File: src/sv/smx_pkg.sv
`timescale 1ns / 1ps
`default_nettype none
package smx_pkg;

   // Quadratic correction polynomial magnitudes, Q0.24
   localparam logic [22:0] POLY_A0 = 23'd5150066;
   localparam logic [20:0] POLY_A1 = 21'd1100386;
   localparam logic [17:0] POLY_A2 = 18'd227428;
   // Clamp of the negative difference: 127.0 in Q8.16
   localparam logic [22:0] CLAMP_MAG = 23'(127 * 65536);
   // Quotient bits of the reciprocal 2^40 / sum
   localparam int RECIP_W = 41;
   localparam logic [5:0] DIV_TOP = 6'(RECIP_W - 1);

   // Commands from the controller to the datapath
   typedef struct packed {
      logic load;
      logic run_init;
      logic inc_idx;
      logic acc;
      logic div_init;
      logic div_step;
      logic emit;
      logic end_run;
   } cmd_type;

   // Status from the datapath to the controller
   typedef struct packed {
      logic full;
      logic idx_last;
      logic div_last;
   } sts_type;

endpackage
`default_nettype wire

File: src/sv/smx_ctrl.sv
`timescale 1ns / 1ps
`default_nettype none
module smx_ctrl
   import smx_pkg::*;
(
   input  wire logic    clock,
   input  wire logic    reset,
   input  wire logic    start,
   input  wire logic    req_last,
   input  wire sts_type sts,
   output cmd_type      cmd,
   output logic         busy
);

   typedef enum logic [9:0] {
      ST_IDLE = 10'b0000000001,
      ST_RD   = 10'b0000000010,
      ST_W1   = 10'b0000000100,
      ST_W2   = 10'b0000001000,
      ST_W3   = 10'b0000010000,
      ST_W4   = 10'b0000100000,
      ST_ACC  = 10'b0001000000,
      ST_DIV  = 10'b0010000000,
      ST_PM   = 10'b0100000000,
      ST_EMIT = 10'b1000000000
   } state_type;

   state_type state_ff, state_in;
   logic      pass_ff, pass_in;

   // Next state and commands
   always_comb begin
      state_in = state_ff;
      pass_in  = pass_ff;
      cmd      = '0;
      unique case (state_ff)
         ST_IDLE: begin
            if (start) begin
               if (sts.full) begin
                  cmd.run_init = 1'b1;
                  pass_in      = 1'b0;
                  state_in     = ST_RD;
               end else begin
                  cmd.load = 1'b1;
                  if (req_last) begin
                     cmd.run_init = 1'b1;
                     pass_in      = 1'b0;
                     state_in     = ST_RD;
                  end
               end
            end
         end
         ST_RD: state_in = ST_W1;
         ST_W1: state_in = ST_W2;
         ST_W2: state_in = ST_W3;
         ST_W3: state_in = ST_W4;
         ST_W4: state_in = pass_ff ? ST_PM : ST_ACC;
         ST_ACC: begin
            cmd.acc = 1'b1;
            if (sts.idx_last) begin
               cmd.div_init = 1'b1;
               state_in     = ST_DIV;
            end else begin
               cmd.inc_idx = 1'b1;
               state_in    = ST_RD;
            end
         end
         ST_DIV: begin
            cmd.div_step = 1'b1;
            if (sts.div_last) begin
               cmd.run_init = 1'b1;
               pass_in      = 1'b1;
               state_in     = ST_RD;
            end
         end
         ST_PM: state_in = ST_EMIT;
         ST_EMIT: begin
            cmd.emit = 1'b1;
            if (sts.idx_last) begin
               cmd.end_run = 1'b1;
               state_in    = ST_IDLE;
            end else begin
               cmd.inc_idx = 1'b1;
               state_in    = ST_RD;
            end
         end
         default: state_in = ST_IDLE;
      endcase
   end

   always_ff @(posedge clock) begin
      if (reset) begin
         state_ff <= ST_IDLE;
         pass_ff  <= 1'b0;
      end else begin
         state_ff <= state_in;
         pass_ff  <= pass_in;
      end
   end

   assign busy = (state_ff != ST_IDLE);

`ifndef SYNTHESIS
   a_acc_pass0: assert property (@(posedge clock) disable iff (reset)
      state_ff == ST_ACC |-> !pass_ff)
      else $error("sum step outside first pass");
   a_pm_pass1: assert property (@(posedge clock) disable iff (reset)
      state_ff == ST_PM |-> pass_ff)
      else $error("product step outside second pass");
   a_full_run: assert property (@(posedge clock) disable iff (reset)
      (state_ff == ST_IDLE && start && sts.full) |=> state_ff == ST_RD)
      else $error("full store did not start a run");
`endif

endmodule
`default_nettype wire

File: config.mk
export PLATFORM = sky130hd
export DESIGN_NAME = smx_ctrl
export DESIGN_NICKNAME = d
export VERILOG_FILES = /design/src/sv/smx_pkg.sv /design/src/sv/smx_ctrl.sv
export SDC_FILE = /design/constraint.sdc
export NUM_CORES = 1
export LEC_CHECK = 0
export BUFFER_PORTS_ARGS = -buffer_cell sky130_fd_sc_hd__buf_4
export CORE_MARGIN = 3
export CORE_UTILIZATION = 50
export DETAILED_ROUTE_END_ITERATION = 12
export GPL_TIMING_DRIVEN = 1
export PLACE_DENSITY = 0.75
export SLEW_MARGIN = 20
export SYNTH_ARGS = -nofsm -noshare
export SYNTH_HDL_FRONTEND = slang
export SYNTH_SLANG_ARGS = --single-unit
File: constraint.sdc
create_clock -name clock -period 1.9 [get_ports clock]
set_input_delay 0.19 -clock clock [delete_from_list [all_inputs] [get_ports clock]]
set_output_delay 0.19 -clock clock [all_outputs]
set_load 0.005 [all_outputs]
==> out/metrics.csv <==
metric;value;unit
fin crit share;99.78;%
largest family of logic cells by synthesized area;simple AND/OR/NAND/NOR gates;
post-layout util;76.60;%
PwrDens;741.8;nW/um^2
fmax;0.5275;GHz
Cell Rows;12;
Int Pwr;0.4572;mW
Req. time, crit path;1.71;ns
TritonCTS clock tree;done;
area delta synth->final;35.54;%
Mean Syn Cell Area;8.486;sq um
Placed Area;798.3;sq um
Net Sw Frac;31.30;%
Final nets;110;
final hold slack;0.08393;ns
largest net degree at the start of global routing;9;
via count of the routed design;700;
clk root buf;clkbuf_4;
max_cap viols;0;
Worst slew margin;73.13;%
core area;1171;sq um
Worst Setup Slack, final;0.004175;ns
R2R Setup Slk;0.20;ns
fin area;897.1;sq um
GR Util All Layers;19.02;%
multiplexer area fraction after synthesis;0;%
CP Launch Type;flop;
WL/cell;15.44;microns
final WL;1791;microns
clock power share;24.7;%
GR Util met2;31.31;%
Post-Synth XOR/XNOR Area;5.293;%
Peak supply drop;487.4;uV
Clock Tree Buf Depth;2;
Leak Pwr;0.3855;nW
Placement Setup Slack;0.1825;ns
Die H;42.39;microns
total gr overflow;0;
Worst Setup End Kind;output port;
Synthesized Nets;85;
Worst-Margin Slew;0.4022;ns
crit path time final;1.896;ns
CP arrival;1.71;ns
critical path start-end classification;reg -> out;
initial antenna violation count;0;
drt pass-1 iters;6;
first-pass GRT wire length;2697;microns
TNS Setup;0;ns
Initial Util;56.52;%
synthesized instance count;78;
Pwr Total;0.6655;mW
ratio of cells with drive above 1 in the final layout;40.20;%
Antenna Cells;0;
Synth Cell Area;661.9;sq um
Slew Viols, Final;0;
PortBufs;15;
met3 Use GR;3.863;%
DRC viols;0;
gr busiest metal;met2;
Yosys cell types;34;
vias in the first global route;624;
most frequent cells in the layout;22 x buf_4, 10 x o21ai_0, 8 x dfxtp_1;
Skew-Pair Late Insertion Delay;0.27;ns
Clock transition at path regs;0.08;ns
Reg power frac;40.5;%
# setup viols final;0;
# H-tree levels;1;
Ports;16;
chip width;42.39;microns
Post-Synth Simple-Gate Area;39.89;%
Synth Area in Compound Gates;16.82;%
status;finished, final reports clean;
DR iter-0 viols;21;
Post-DP HPWL;1188;microns
Synth Warn #;0;
post-synthesis register bit count;11;
post-synthesis adder-cell area fraction;0;%
Antenna Nets Post-Route;0;
Num CTS Buffers;3;
Final Hold Viols;0;
Max Clock Skew;0.006473;ns
Final Non-Filler Cells;116;
RSZ-0062 raised after global routing;yes;
Comb power frac;34.8;%
Worst Hold Class;in -> reg;
met1 Usage GRT;24.74;%
Post-Place Cells;107;
CP Max Fanout;5;
switching pwr;0.2083;mW
sequential area share after synthesis;33.27;%
die area;1796;sq um
commonest non-fill, non-tap cell in the layout;buf_4;
DR vias/cell;6.034;
routability cong.;0.8113;
clock sinks;11;
synth_stat cells:
library cell,n,area (sq um)
a21oi_1,3,15.01
a31oi_1,1,6.260
a41o_1,1,10.01
and2_1,1,6.260
and2_2,1,7.510
and3_1,1,6.260
and4b_1,1,10.01
buf_2,1,5.000
buf_4,1,7.510
clkbuf_1,1,3.750
dfxtp_1,11,220.2
inv_1,4,15.01
nand2_1,4,15.01
nand2b_1,2,12.51
nand3_1,2,10.01
nand3_2,1,10.01
nand3b_1,2,15.01
nand4_1,1,6.260
nand4b_1,1,8.760
nor2_1,5,18.77
nor3_1,5,25.02
nor3b_1,1,7.510
nor4_4,2,42.54
nor4b_1,3,26.28
o211ai_1,1,7.510
o21ai_0,10,50.05
o21bai_1,1,7.510
o22ai_1,1,6.260
o32ai_1,1,8.760
or3_1,1,6.260
or4b_1,1,10.01
or4b_2,2,20.02
xnor2_1,1,8.760
xor2_1,3,26.28
worst paths after layout:
check,endpoint,cells after the start,start
setup reg to reg,state_ff[8],5,state_ff[3]
hold reg to reg,state_ff[6],1,pass_ff
setup / recovery,cmd[5],5,state_ff[3]
hold / removal,pass_ff,2,reset
cell families after synthesis:
kind of cell | Yosys count
AND/OR/NAND/NOR | 37
AO/OA/AOI/OAI | 19
flip-flops | 11
buffers and inverters | 7
XOR/XNOR | 4
layout make-up:
class	instances	area [sq um]
fillers	79	274.0
clock buffers	4	26.28
flip-flops and latches	11	226.5
well taps	14	17.52
repair buffers	23	176.4
inverters	4	15.01
multi-input cells	60	435.4
layer usage:
metal	wire length, microns	up-vias
met4	36	0
met3	90	8
met1	783	328
met2	882	26
met5	0	-
li1	-	338
worst max-delay path, cell delays in order (launching register included):
cell,delay (ns)
dfxtp_4,0.37
nor4_4,0.38
nand3b_1,0.15
or3_4,0.39
inv_2,0.06
buf_6,0.08
state kept, by name (all words and copies together), names as in the netlist:
name      count
state_ff     10
pass_ff       1
power by group through the flow:
| stage | registers (mW) | clock network, mW | logic, mW |
|---|---|---|---|
| finish | 0.270 | 0.164 | 0.231 |
| global route | 0.275 | 0.177 | 0.249 |
| CTS | 0.267 | 0.167 | 0.211 |
| detailed placement | 0.272 | 0 | 0.197 |
| global placement | 0.269 | 0 | 0.196 |
| floorplan | 0.266 | 0 | 0.110 |
repair_timing:
action | CTS | global route
endpoints found under the setup margin | 2 | 6
setup buffers | 2 | 3
pin swaps | 1 | 4
hold buffers | 0 | 0
resized for setup | 2 | 9
Power figures use the tool's default switching activity.
